## src/rtl/core/mhpq_pkg.sv

```systemverilog
// ----------------------------------------------------------------------------
// mhpq_pkg: shared types and constants of the max priority queue
// Command and error codes, payload field widths and the control word
// that the top level hands to every storage cell.
// ----------------------------------------------------------------------------
package mhpq_pkg;

    localparam int CMD_W   = 2;
    localparam int VALUE_W = 32;
    localparam int TOP_W   = 32;
    localparam int ERR_W   = 2;
    localparam int IN_TDATA_W = ((CMD_W + VALUE_W + 7) / 8) * 8;

    localparam logic [CMD_W-1:0] CMD_PUSH  = 2'd0;
    localparam logic [CMD_W-1:0] CMD_POP   = 2'd1;
    localparam logic [CMD_W-1:0] CMD_CLEAR = 2'd2;

    localparam logic [ERR_W-1:0] ERR_OK    = 2'd0;
    localparam logic [ERR_W-1:0] ERR_FULL  = 2'd1;
    localparam logic [ERR_W-1:0] ERR_EMPTY = 2'd2;

    typedef struct packed {
        logic push;
        logic pop;
    } cell_ctrl_t;

endpackage

```

## src/rtl/core/mhpq_cell.sv

```systemverilog
// ----------------------------------------------------------------------------
// mhpq_cell: one storage cell of the sorted cell row
// Holds one element. On a push the cell keeps its element, takes the new
// element or takes its upper neighbor's element; on a pop it takes its
// lower neighbor's element.
// ----------------------------------------------------------------------------
module mhpq_cell #(
    parameter int DATA_WIDTH = 32
) (
    input  logic                         clk,
    input  mhpq_pkg::cell_ctrl_t         ctrl,
    input  logic                         valid,
    input  logic signed [DATA_WIDTH-1:0] push_value,
    input  logic signed [DATA_WIDTH-1:0] prev_data,
    input  logic                         prev_gt,
    input  logic signed [DATA_WIDTH-1:0] next_data,
    output logic signed [DATA_WIDTH-1:0] data,
    output logic signed [DATA_WIDTH-1:0] data_next,
    output logic                         gt
);

    logic signed [DATA_WIDTH-1:0] data_reg;

    // The new element belongs at or above this cell.
    assign gt = !valid || (push_value > data_reg);

    always_comb
    begin
        data_next = data_reg;
        if (ctrl.push && gt)
        begin
            data_next = prev_gt ? prev_data : push_value;
        end
        else if (ctrl.pop)
        begin
            data_next = next_data;
        end
    end

    always_ff @(posedge clk)
    begin
        data_reg <= data_next;
    end

    assign data = data_reg;

endmodule

```

## config.mk

```make
export PLATFORM = sky130hd
export DESIGN_NAME = mhpq_cell
export DESIGN_NICKNAME = d
export VERILOG_FILES = /design/src/rtl/core/mhpq_pkg.sv /design/src/rtl/core/mhpq_cell.sv
export SDC_FILE = /design/constraint.sdc
export NUM_CORES = 1
export LEC_CHECK = 0
export BUFFER_PORTS_ARGS = -buffer_cell sky130_fd_sc_hd__buf_2
export CORE_MARGIN = 2
export CORE_UTILIZATION = 39
export CTS_BUF_LIST = sky130_fd_sc_hd__clkbuf_8
export DETAILED_ROUTE_END_ITERATION = 7
export PLACE_DENSITY_LB_ADDON = 0.08
export SETUP_SLACK_MARGIN = 0.02
export SLEW_MARGIN = 10
export SYNTH_ARGS = -nofsm -noshare
export SYNTH_HDL_FRONTEND = slang
export SYNTH_SLANG_ARGS = --single-unit
export TNS_END_PERCENT = 100
```

## constraint.sdc

```tcl
create_clock -name clk -period 3.3 [get_ports clk]
set_input_delay 0 -clock clk [delete_from_list [all_inputs] [get_ports clk]]
set_output_delay 0 -clock clk [all_outputs]
set_load 0.005 [all_outputs]
```

### Yosys cells after proc, flatten, opt, wreduce, memory -nomap -nowiden

Index checks and enable logic that the tools add are counted.

| storage, ports and cells | value |
|---|---|
| bits in registers | 32 |
| bits in writable memories | 0 |
| memory bits (read-only) | 0 |
| bits in latches | 0 |
| memories | 0 |
| input port bits | 101 |
| word-level logic and storage cells | 8 |

| cells by class | value |
|---|---|
| add/sub/neg operators | 0 |
| eq/ne operators | 0 |
| reduce and logical (&&, ||, !) cells | 3 |
| $lt $le $gt $ge | 1 |
| divide/modulo/power cells | 0 |
| shift operators | 0 |
| $mul | 0 |
| mux-type cells | 3 |
| bitwise operators | 0 |

Operators with widths:

| cell | count |
|---|---|
| $mux W32 | 3 |
| $gt A32 B32 Y1 | 1 |
| $logic_and A1 B1 Y1 | 1 |
| $logic_not A1 Y1 | 1 |
| $logic_or A1 B1 Y1 | 1 |

### Longest topological paths before layout

Gate-level depths: netlist of run 1.

| depth | value |
|---|---|
| depth after elaboration | 4 |
| mapped depth | 10 |
| mapped depth without buffers | 9 |

### Worst setup path before layout of run 1

No wires, ideal clock.

| timing path | value |
|---|---|
| path type | register to register |
| start point | register data_reg[31] (netlist: data[31]) |
| end point | register data_reg[10] (netlist: data[10]) |
| clock period less this slack | 2.630 ns |
| path buffers | 1 |
| data arrival time | 2.535 ns |
| stages on the path, launching flop included | 10 |
| setup time | 0.095 ns |
| path slack | 0.670 ns |
| path through | dfxtp_1 inv_1 ha_1 nand4_1 or4_4 o311a_1 a2bb2oi_2 o311ai_4 buf_6 mux2i_1 |

| on the way | value |
|---|---|
| word-level cells in the longest chain between the ends | 4 |

RTL lines:

| what | line | RTL |
|---|---|---|
| start: declaration | mhpq_cell.sv:22 | `logic signed [DATA_WIDTH-1:0] data_reg;` |
| start signal: assignment | mhpq_cell.sv:42 | `data_reg <= data_next;` |
| $gt A32 B32 Y1 | mhpq_cell.sv:25 | `assign gt = !valid \|\| (push_value > data_reg);` |
| $logic_or A1 B1 Y1 | mhpq_cell.sv:25 |  |
| $logic_and A1 B1 Y1 | mhpq_cell.sv:30 | `if (ctrl.push && gt)` |
| $mux W32 | mhpq_cell.sv:30 |  |
| net data_next[10] | mhpq_cell.sv:18 | `output logic signed [DATA_WIDTH-1:0] data_next,` |

The timed path passes the listed nets, and every way through them passes these cells.

### Worst setup path after layout of run 1

| timing path | value |
|---|---|
| start point | register data_reg[31] (netlist: data[31]) |
| end point | output data_next[0] |

| on the way | value |
|---|---|
| word-level cells in the longest chain between the ends | 4 |

RTL lines:

| what | line |
|---|---|
| $gt A32 B32 Y1 | mhpq_cell.sv:25 |
| $logic_or A1 B1 Y1 | mhpq_cell.sv:25 |
| $logic_and A1 B1 Y1 | mhpq_cell.sv:30 |
| $mux W32 | mhpq_cell.sv:30 |
| end: declaration | mhpq_cell.sv:18 |

No other way between the ends.

==> metrics.txt, run 1 <==
status finished, final reports clean; max reg flops 32; hold path depth 3; via count 2,531; Final Wtd Congestion 0.796; Routed WL per cell 13.8 um; CP arrival 3050 ps; Die X-Extent 84.8 um; setup total negative slack 0 ps; Total GRT Usage 0.187; Worst EP required 3300 ps; fin area 3560 um^2; CTS max path bufs 2; Initial Util 0.401; total wire length 6980 um; Syn Std Cell Area 2550 um^2; Post-DP Area 3430 um^2; HPWL after DPL 5550 um; FF+latch count, synth 32; Worst-path clk slew 70 ps; die height 84.8 um; Worst IR Drop VDD 0.000270 V; Worst-Skew Late Latency 290 ps; syn_nets 395; first-pass GRT wire length 11,000 um; DRT iter0 DRCs 38; # IOs 166; GRT Max-Usage Layer met2; Layout Nets 561; Mean Syn Cell Area 9.72 um^2; Yosys warnings 0; Distinct cells, synth 24; grt met3 use 0.0393; leak pwr 0.00208 uW; number of max-cap violations 0; XOR/XNOR Fraction of Synth Area 0; fin cells 506; number of port buffers 165; CTS tree yes; Synth Instances 262; Rel. slew slack 0.309; Setup CP Type reg -> out; CTS hold repair buffers 0; final setup fails 0; Syn-to-layout area delta 39.9%; Final min period 3050 ps; Clock Skew 7.06 ps; final max-slew violation count 0; vias in the first global route 2,404; clock sinks 32; H-tree levels 2; Power Density 553 nW/um^2; final period utilization 0.923; endpoint class of the critical path primary output; Synth Area in Adders 0.157; mux share of post-synthesis cell area 0.377; share of cells above drive strength 1 0.424; Worst setup SP type flop; RSZ-0062 raised after global routing false; Vias per Instance 5.00; Residual DRC 0; simple-gate share of the synthesized area 0.0541; post-synthesis compound-gate area fraction 0.0830; HP Class in -> reg; crit-path max FO 17; ANT cells 0; Peak Freq 328 MHz; post-detailed-route count of antenna-violating nets 0; final number of hold-violating endpoints 0; grt total ovfl 0; Reg2Reg Depth 9; Cells after DPL 495; largest net degree at the start of global routing 33; largest family of logic cells by synthesized area multiplexers; Die ar. 7190 um^2; initial antenna violation count 0; FP Rows 29; post-layout util 0.561; clk root buf clkbuf_8; TritonCTS Buffers 5; total chip power 1970 uW; core area 6350 um^2; Initial DRT Pass Iterations 4; filler cell count in the final layout 607; GRT met1 Usage 0.228; worst slew pin tran 1040 ps; sequential fraction of the synthesis area 0.252; GR Layer Usage met2 0.334
## cells by family after synthesis
logic type | count (synthesis)
muxes | 96
buffers and inverters | 46
adders and majority gates | 32
DFF | 32
AOI/OAI and AO/OA | 30
and+or+nand+nor | 26
## path summary, 6_finish.rpt
kind | startpoint | to | slack, ps
worst min-delay path | next_data[6] | data[6] | 30
worst min register to register | data[29] | data[29] | 580
worst max-delay path | data[31] | data_next[0] | 250
worst max register to register | data[31] | data[0] | 600
## metal layers
metal,vias to the layer above,part of all wire
met5,-,0
met4,0,0.013
met3,9,0.068
met2,97,0.48
met1,1149,0.44
li1,1276,-
## Yosys cell counts
cell	n	area, um^2
mux2i_1	96	961
inv_1	35	131
dfxtp_1	32	641
ha_1	32	400
a21oi_1	16	80.1
nand2_1	9	33.8
clkbuf_1	8	30.0
nand4_1	8	50.1
o21ai_0	4	20.0
buf_6	3	33.8
nand3_1	3	15.0
nor3_1	3	15.0
o211ai_1	2	15.0
a2111o_1	1	11.3
a21bo_2	1	10.0
a221oi_1	1	8.76
a2bb2oi_2	1	15.0
nor2b_1	1	6.26
o21ai_1	1	5.00
o311a_1	1	10.0
o311ai_4	1	26.3
o32a_1	1	10.0
or3_1	1	6.26
or4_4	1	11.3
## layout by cell type, fill, tap and decap left out, types with 6 or more instances in the layout
master,netlist,layout
mux2i_1,96,95
a21oi_1,16,16
nand2_1,9,9
nand4_1,8,8
ha_1,32,31
clkbuf_8,0,6
inv_1,35,37
buf_2,0,165
dfxtp_1,32,32
## repair_timing
action / in CTS / in global routing
pin swaps: 1 / 1
resized for setup: 1 / 2
setup buffers: 2 / 1
endpoints found under the setup margin: 24 / 23
cloned: 0 / 0
## worst max-delay path, cell delays in order (launching register included)
cell,delay (ps)
dfxtp_1,350
inv_1,70
ha_4,310
nand4_1,140
or4_4,590
o311a_1,370
a2bb2oi_2,170
o311ai_4,160
buf_12,200
mux2i_1,240
buf_2,160
## final cells by class
class	instances	area (um^2)	share of cell area
tap	77	96.3	0.0271
clock buffer	6	82.6	0.0232
timing repair buffer	170	876	0.246
clock inverter	2	7.51	0.00211
inverter	35	131	0.0369
multi-input combinational	184	1730	0.485
sequential	32	641	0.180
## where the power goes
part	switching (uW)	internal (uW)
registers	90.7	514
clock network	151	164
logic	517	533
total	759	1210
## per-stage QoR
stage	setup slack (ps)	hold WS [ps]
2_1_floorplan	670	171
3_3_place_gp	365	325
3_5_place_dp	254	324
4_1_cts	113	28.4
5_1_grt	89.5	56.8
6_report	253	34.2
Power figures use the tool's default switching activity.
==> run 2, diff against run 1 <==
--- a/config.mk
+++ b/config.mk
@@ -5,6 +5,7 @@
 export SDC_FILE = /design/constraint.sdc
 export NUM_CORES = 1
 export LEC_CHECK = 0
+export ABC_AREA = 1
 export BUFFER_PORTS_ARGS = -buffer_cell sky130_fd_sc_hd__buf_2
 export CORE_MARGIN = 2
 export CORE_UTILIZATION = 39
@@ -12,6 +13,7 @@
 export DETAILED_ROUTE_END_ITERATION = 7
 export PLACE_DENSITY_LB_ADDON = 0.08
 export SETUP_SLACK_MARGIN = 0.02
+export SKIP_CTS_REPAIR_TIMING = 1
 export SLEW_MARGIN = 10
 export SYNTH_ARGS = -nofsm -noshare
 export SYNTH_HDL_FRONTEND = slang
==> constraint.sdc (replaced) <==
create_clock -name clk -period 3.7 [get_ports clk]
set_input_delay 0 -clock clk [delete_from_list [all_inputs] [get_ports clk]]
set_output_delay 0 -clock clk [all_outputs]
set_load 0.005 [all_outputs]
==> run 2 against run 1 <==
Net effect:
- core utilization is 2.8 points lower
- wire length is 11% higher
- first-iteration DRC count is 92% higher
- synthesized cell count is 51% higher
- via count is 20% higher
- power is 29% lower
- final cell count is 24% higher
- cell area is 1.1% higher
- area after synthesis is 5.8% higher
- sequential share of layout area is 0.19 points lower
- clock-buffer cell count stayed put
- critical endpoint is now data_next[30]
- largest power group unchanged
==> metrics.txt, run 2 <==
status finished, final reports clean; Syn-to-layout area delta 33.5%; initial antenna violation count 0 (unchanged); Initial DRT Pass Iterations 4 (unchanged); setup total negative slack 0 ps (unchanged); # IOs 166 (unchanged); HP Class in -> reg; slowest stage delay, CP 360 ps (-230 ps); Clock Skew 7.69 ps (+0.638 ps); Peak Freq 354 MHz; DRT iter0 DRCs 73 (+92%); Post-synth EDFFs 0 (unchanged); most frequent cell on the critical path nand2_1; Die X-Extent 87.1 um (+2.7%); most frequent cells in the layout buf_2 (165), nand2_1 (136), inv_1 (43); post-detailed-route count of antenna-violating nets 0 (unchanged); first-pass GRT wire length 11,700 um (+6.5%); Critical Path End data_next[30]; R2R setup slack 1170 ps (+570 ps); leak pwr 0.00210 uW (+0.97%); share of cells above drive strength 1 0.380 (-0.0440); filler cell count in the final layout 691 (+14%); CTS max path bufs 2 (unchanged); CP Cell Sequence inv_1, ha_1, a21oi_1, o21a_1, nand2_1, a21oi_1, nand3_1, nand2_1, nand2_2, nand2_4, nand2_4, nand2_1, nand2_1, buf_2; count leader, synth nand2_1; syn_nets 528 (+34%); sequential fraction of the synthesis area 0.238 (-0.0139); Distinct cells, synth 18 (-25%); Residual DRC 0 (unchanged); RSZ-0062 raised after global routing false; Rel. slew slack 0.340 (+0.0305); Die ar. 7590 um^2 (+5.6%); Mean Syn Cell Area 6.82 um^2 (-30%); final setup fails 0 (unchanged); clk root buf clkbuf_8; Vias per Instance 4.85 (-3.1%); Synth Instances 395 (+51%); crit-path max FO 34 (+17); FF+latch count, synth 32 (unchanged); grt total ovfl 0 (unchanged); worst slew pin tran 991 ps (-45.8 ps); ys flop type dfxtp_1; Setup crit start data[31]; Routed WL per cell 12.4 um (-10%); dominant cell type by area after synthesis dfxtp_1; Power Density 388 nW/um^2 (-30%); Worst-path clk slew 70 ps (about the same); Reg-to-Reg End data[30]; total chip power 1400 uW (-29%); final number of hold-violating endpoints 0 (unchanged); final max-slew violation count 0 (unchanged); ANT cells 0 (unchanged); CTS tree yes; CP arrival 2830 ps (-220 ps); Yosys warnings 0 (unchanged); FP Rows 30 (+3.4%); max reg flops 32 (unchanged); Synth area leaders dfxtp_1 (24%), nand2_1 (19%), ha_1 (15%); worst r2r src data[31]; Worst EP required 3700 ps (+400 ps); async set-reset flop share out of synthesis 0 (unchanged); Final min period 2830 ps; HPWL after DPL 5680 um (+2.4%); Worst IR Drop VDD 0.000164 V (-39%); Initial Util 0.399 (-0.00210); commonest non-fill, non-tap cell in the layout buf_2; Worst path slowest cell nand2_4; Layout Nets 679 (+21%); Final Wtd Congestion 0.809 (+1.7%); total wire length 7780 um (+11%); via count 3,038 (+20%); die height 87.1 um (+2.7%); largest net degree at the start of global routing 64 (+94%); Setup CP Type reg -> out; Worst setup SP type flop; clock sinks 32 (unchanged); H-tree levels 2 (unchanged); Worst-Skew Late Latency 280 ps (about the same); core area 6760 um^2 (+6.4%); Syn Std Cell Area 2700 um^2 (+5.8%); synth cell count leaders nand2_1 (136), inv_1 (41), nand3_1 (35), o21ai_0 (34); top cell type's share of synthesized area 0.238 (-0.140); endpoint class of the critical path primary output; Reg2Reg Depth 13 (+4); TritonCTS Buffers 5 (unchanged); vias in the first global route 2,611 (+8.6%); number of port buffers 165 (unchanged); number of max-cap violations 0 (unchanged); Total GRT Usage 0.193 (+0.00576); final period utilization 0.764
-- run 2: metal layers --
metal,vias up,share of wire,global-route usage
li1,1589,-,-
met1,1327,0.45,0.236
met2,116,0.47,0.338
met3,6,0.077,0.0455
met4,0,0.010,0.0531
met5,-,0,0
-- run 2: cell families after synthesis --
kind of cell               count (synthesis)  share of synthesized area
AOI/OAI and AO/OA                         49                     0.0929
buffers and inverters                     62                     0.0989
DFF                                       32                      0.238
adders and majority gates                 32                      0.149
and+or+nand+nor                          188                      0.288
muxes                                     32                      0.134
-- run 2: how the worst min path moves through the flow --
stage                        startpoint           end  slack [ps]  depth (start not counted)
final                     next_data[26]      data[26]          40                          5
after global routing       next_data[3]       data[3]          40                          5
after CTS                 next_data[13]      data[13]          20                          5
after detailed placement  next_data[26]      data[26]         320                          5
after global placement    next_data[10]      data[10]         320                          5
after floorplan                   valid  data_next[0]         190                          3
-- run 2: metrics by stage --
step	cells	setup WS [ps]	hold WS, ps	cell area, um^2	utilization
2_1_floorplan	395	1830	187	2700	-
3_3_place_gp	619	1200	317	3510	0.519
3_5_place_dp	619	1180	320	3510	0.519
4_1_cts	627	845	21.7	3600	0.533
5_1_grt	627	545	41.4	3600	0.533
6_report	627	872	35.6	3600	0.533
-- run 2: final cells by class --
| class | count | area [um^2] | area share |
|---|---|---|---|
| Clock buffer | 6 | 82.6 | 0.0229 |
| Tap cell | 80 | 100 | 0.0278 |
| Clock inverter | 2 | 7.51 | 0.00209 |
| Timing Repair Buffer | 165 | 826 | 0.229 |
| Sequential cell | 32 | 641 | 0.178 |
| Inverter | 41 | 154 | 0.0428 |
| Multi-Input combinational cell | 301 | 1790 | 0.497 |
-- run 2: worst max-delay path, delay by kind of cell, from the launching register on --
family / cells / cell delay (ps)
AND/OR/NAND/NOR: 8 / 1240
AO/OA/AOI/OAI: 3 / 460
flip-flops: 1 / 330
adder cells (fa/ha/maj): 1 / 320
buffers and inverters: 2 / 190
-- run 2: power by group --
| part | switching (uW) | total (uW) | internal [uW] |
|---|---|---|---|
| clock | 135 | 282 | 146 |
| sequential | 32.8 | 450 | 417 |
| combinational | 368 | 663 | 295 |
==> run 3, diff against run 2 <==
--- a/config.mk
+++ b/config.mk
@@ -5,7 +5,7 @@
 export SDC_FILE = /design/constraint.sdc
 export NUM_CORES = 1
 export LEC_CHECK = 0
-export ABC_AREA = 1
+export ABC_AREA = 0
 export BUFFER_PORTS_ARGS = -buffer_cell sky130_fd_sc_hd__buf_2
 export CORE_MARGIN = 2
 export CORE_UTILIZATION = 39
==> constraint.sdc (replaced) <==
create_clock -name clk -period 2.8 [get_ports clk]
set_input_delay 0 -clock clk [delete_from_list [all_inputs] [get_ports clk]]
set_output_delay 0 -clock clk [all_outputs]
set_load 0.005 [all_outputs]
==> run 3 against run 2 <==
Net effect:
- the run now ends with negative setup slack left
- core utilization is 9.8 points higher
- register-to-register slack worse by 1100 ps
- setup slack worse by 1000 ps
- via count is 15% lower
- critical endpoint is now data_next[0]
==> metrics.txt, run 3 (synthesis results as in run 1) <==
GR Layer Usage met2 0.342 (+0.00420); via count 2,594 (-15%); largest net degree at the start of global routing 33 (-48%); CP arrival 2950 ps (+120 ps); failing checks negative setup slack; grt total ovfl 0 (unchanged); HPWL after DPL 5640 um (-0.78%); first-pass GRT wire length 11,400 um (-2.4%); die height 84.8 um (-2.7%); power share of the clock group 0.141 (-0.061); commonest non-fill, non-tap cell in the layout buf_2; endpoint class of the critical path primary output; TritonCTS Buffers 5 (unchanged); Initial Util 0.401 (+0.00210); Worst path slowest cell or4_4; slowest stage delay, CP 580 ps (+220 ps); Worst Hold Slack 34.9 ps (-0.682 ps); Switching Share 0.384 (-0.000676); HP Class in -> reg; Setup Slack @ Placement 29.3 ps (-1150 ps); filler cell count in the final layout 566 (-18%); H-tree levels 2 (unchanged); # IOs 166 (unchanged); Seq pwr share 0.270 (-0.052); initial antenna violation count 0 (unchanged); max reg flops 32 (unchanged); clock sinks 32 (unchanged); Die ar. 7190 um^2 (-5.3%); share of cells above drive strength 1 0.551 (+0.171); Peak Freq 339 MHz; Initial DRT Pass Iterations 4 (unchanged); Worst setup SP type flop; CTS max path bufs 2 (unchanged); most frequent cells in the layout buf_2 (165), mux2i_1 (75), inv_1 (33); GRT met1 Usage 0.237 (+0.000248); core area 6350 um^2 (-6.0%); combinational share of power 0.588 (+0.112); Vias per Instance 4.99 (+3.0%); Syn-to-layout area delta 57.1%; status finished, violations left; Power Density 674 nW/um^2 (+74%); FP Rows 29 (-3.3%); Setup CP Type reg -> out; Final Wtd Congestion 0.717 (-11%); Final WS setup -148 ps (-1020 ps); Worst-Skew Late Latency 290 ps (about the same); Total GRT Usage 0.194 (+0.000380); ANT cells 0 (unchanged); GRT Max-Usage Layer met2; Final min period 2950 ps; RSZ-0062 raised after global routing true; number of max-cap violations 0 (unchanged); worst slew pin tran 1040 ps (+51.3 ps); grt met3 use 0.0452 (-0.000267); Layout Nets 575 (-15%); Rel. slew slack 0.305 (-0.0342); setup total negative slack -3750 ps (-3750 ps); Die X-Extent 84.8 um (-2.7%); total wire length 7800 um (+0.24%); CP Cell Sequence inv_2, ha_4, nand4_1, or4_4, o311a_4, a2bb2oi_4, o311ai_4, buf_12, mux2i_2, buf_2; clk root buf clkbuf_8; final period utilization 1.05; post-detailed-route count of antenna-violating nets 0 (unchanged); final number of hold-violating endpoints 0 (unchanged); final setup fails 32 (+32); P_int 1660 uW (+93%); Residual DRC 0 (unchanged); CTS tree yes; number of port buffers 165 (unchanged); Worst IR Drop VDD 0.000394 V (+140%); crit-path max FO 8 (-76%); final max-slew violation count 0 (unchanged); DRT iter0 DRCs 66 (-9.6%); sw power 1040 uW (+93%); Clock Skew 6.40 ps (-1.29 ps); Worst-path clk slew 70 ps (about the same); leak pwr 0.00215 uW (+2.5%); Worst EP required 2800 ps (-900 ps); vias in the first global route 2,559 (-2.0%); Routed WL per cell 15.0 um (+21%)
run 3: cell count changes in the layout (fill, tap and decap cells not counted), sizes merged, moves of 6 or more:
| cell | previous run | this run |
|---|---|---|
| buf | 165 | 183 |
| inv | 43 | 37 |
| mux2 | 32 | 0 |
| mux2i | 0 | 96 |
| nand2 | 139 | 9 |
| nand3 | 35 | 3 |
| nand4 | 2 | 8 |
| nor2 | 12 | 0 |
| o21ai | 34 | 5 |
run 3: power groups by stage:
stage	registers (uW)	logic (uW)	clock network [uW]
final	728	1590	381
after global routing	748	1750	409
after CTS	716	1220	383
after detailed placement	726	1210	0
after global placement	721	1200	0
after floorplan	724	705	0
run 3: cell type report:
class | count | area (um^2) | share of cell area
multi-input combinational | 184 | 2020 | 0.504
sequential | 32 | 658 | 0.164
clock buffer | 6 | 82.6 | 0.0206
tap | 77 | 96.3 | 0.0241
timing repair buffer | 184 | 1010 | 0.252
clock inverter | 2 | 7.51 | 0.00188
inverter | 35 | 131 | 0.0328
run 3: final timing paths:
kind                 start            to  slack (ps)  depth (start not counted)
min reg2reg       data[26]      data[26]         590                          2
max reg2reg       data[24]      data[11]          80                         10
min          prev_data[13]      data[13]          30                          3
max               data[24]  data_next[0]        -150                         10
run 3: worst max-delay path, delay by kind of cell (launching register included):
| family | cells | cell delay [ps] |
|---|---|---|
| buffers and inverters | 3 | 430 |
| AOI/OAI and AO/OA | 3 | 700 |
| adders and majority gates | 1 | 250 |
| muxes | 1 | 190 |
| and+or+nand+nor | 2 | 720 |
| DFF | 1 | 360 |
run 3: per-layer routing:
layer	part of all wire	wire (um)	vias up
met5	0	0	-
met4	0.0081	63	0
met3	0.062	486	5
met2	0.49	3840	92
met1	0.44	3400	1193
li1	-	-	1304
run 3: per-stage QoR:
step | cells | instance area (um^2) | util | total power (uW)
after global routing | 520 | 4000 | 0.630 | 2910
after CTS | 505 | 3520 | 0.555 | 2320
after detailed placement | 497 | 3430 | 0.541 | 1940
after floorplan | 262 | 2550 | - | 1430
final | 520 | 4000 | 0.630 | 2700
after global placement | 497 | 3430 | 0.541 | 1920
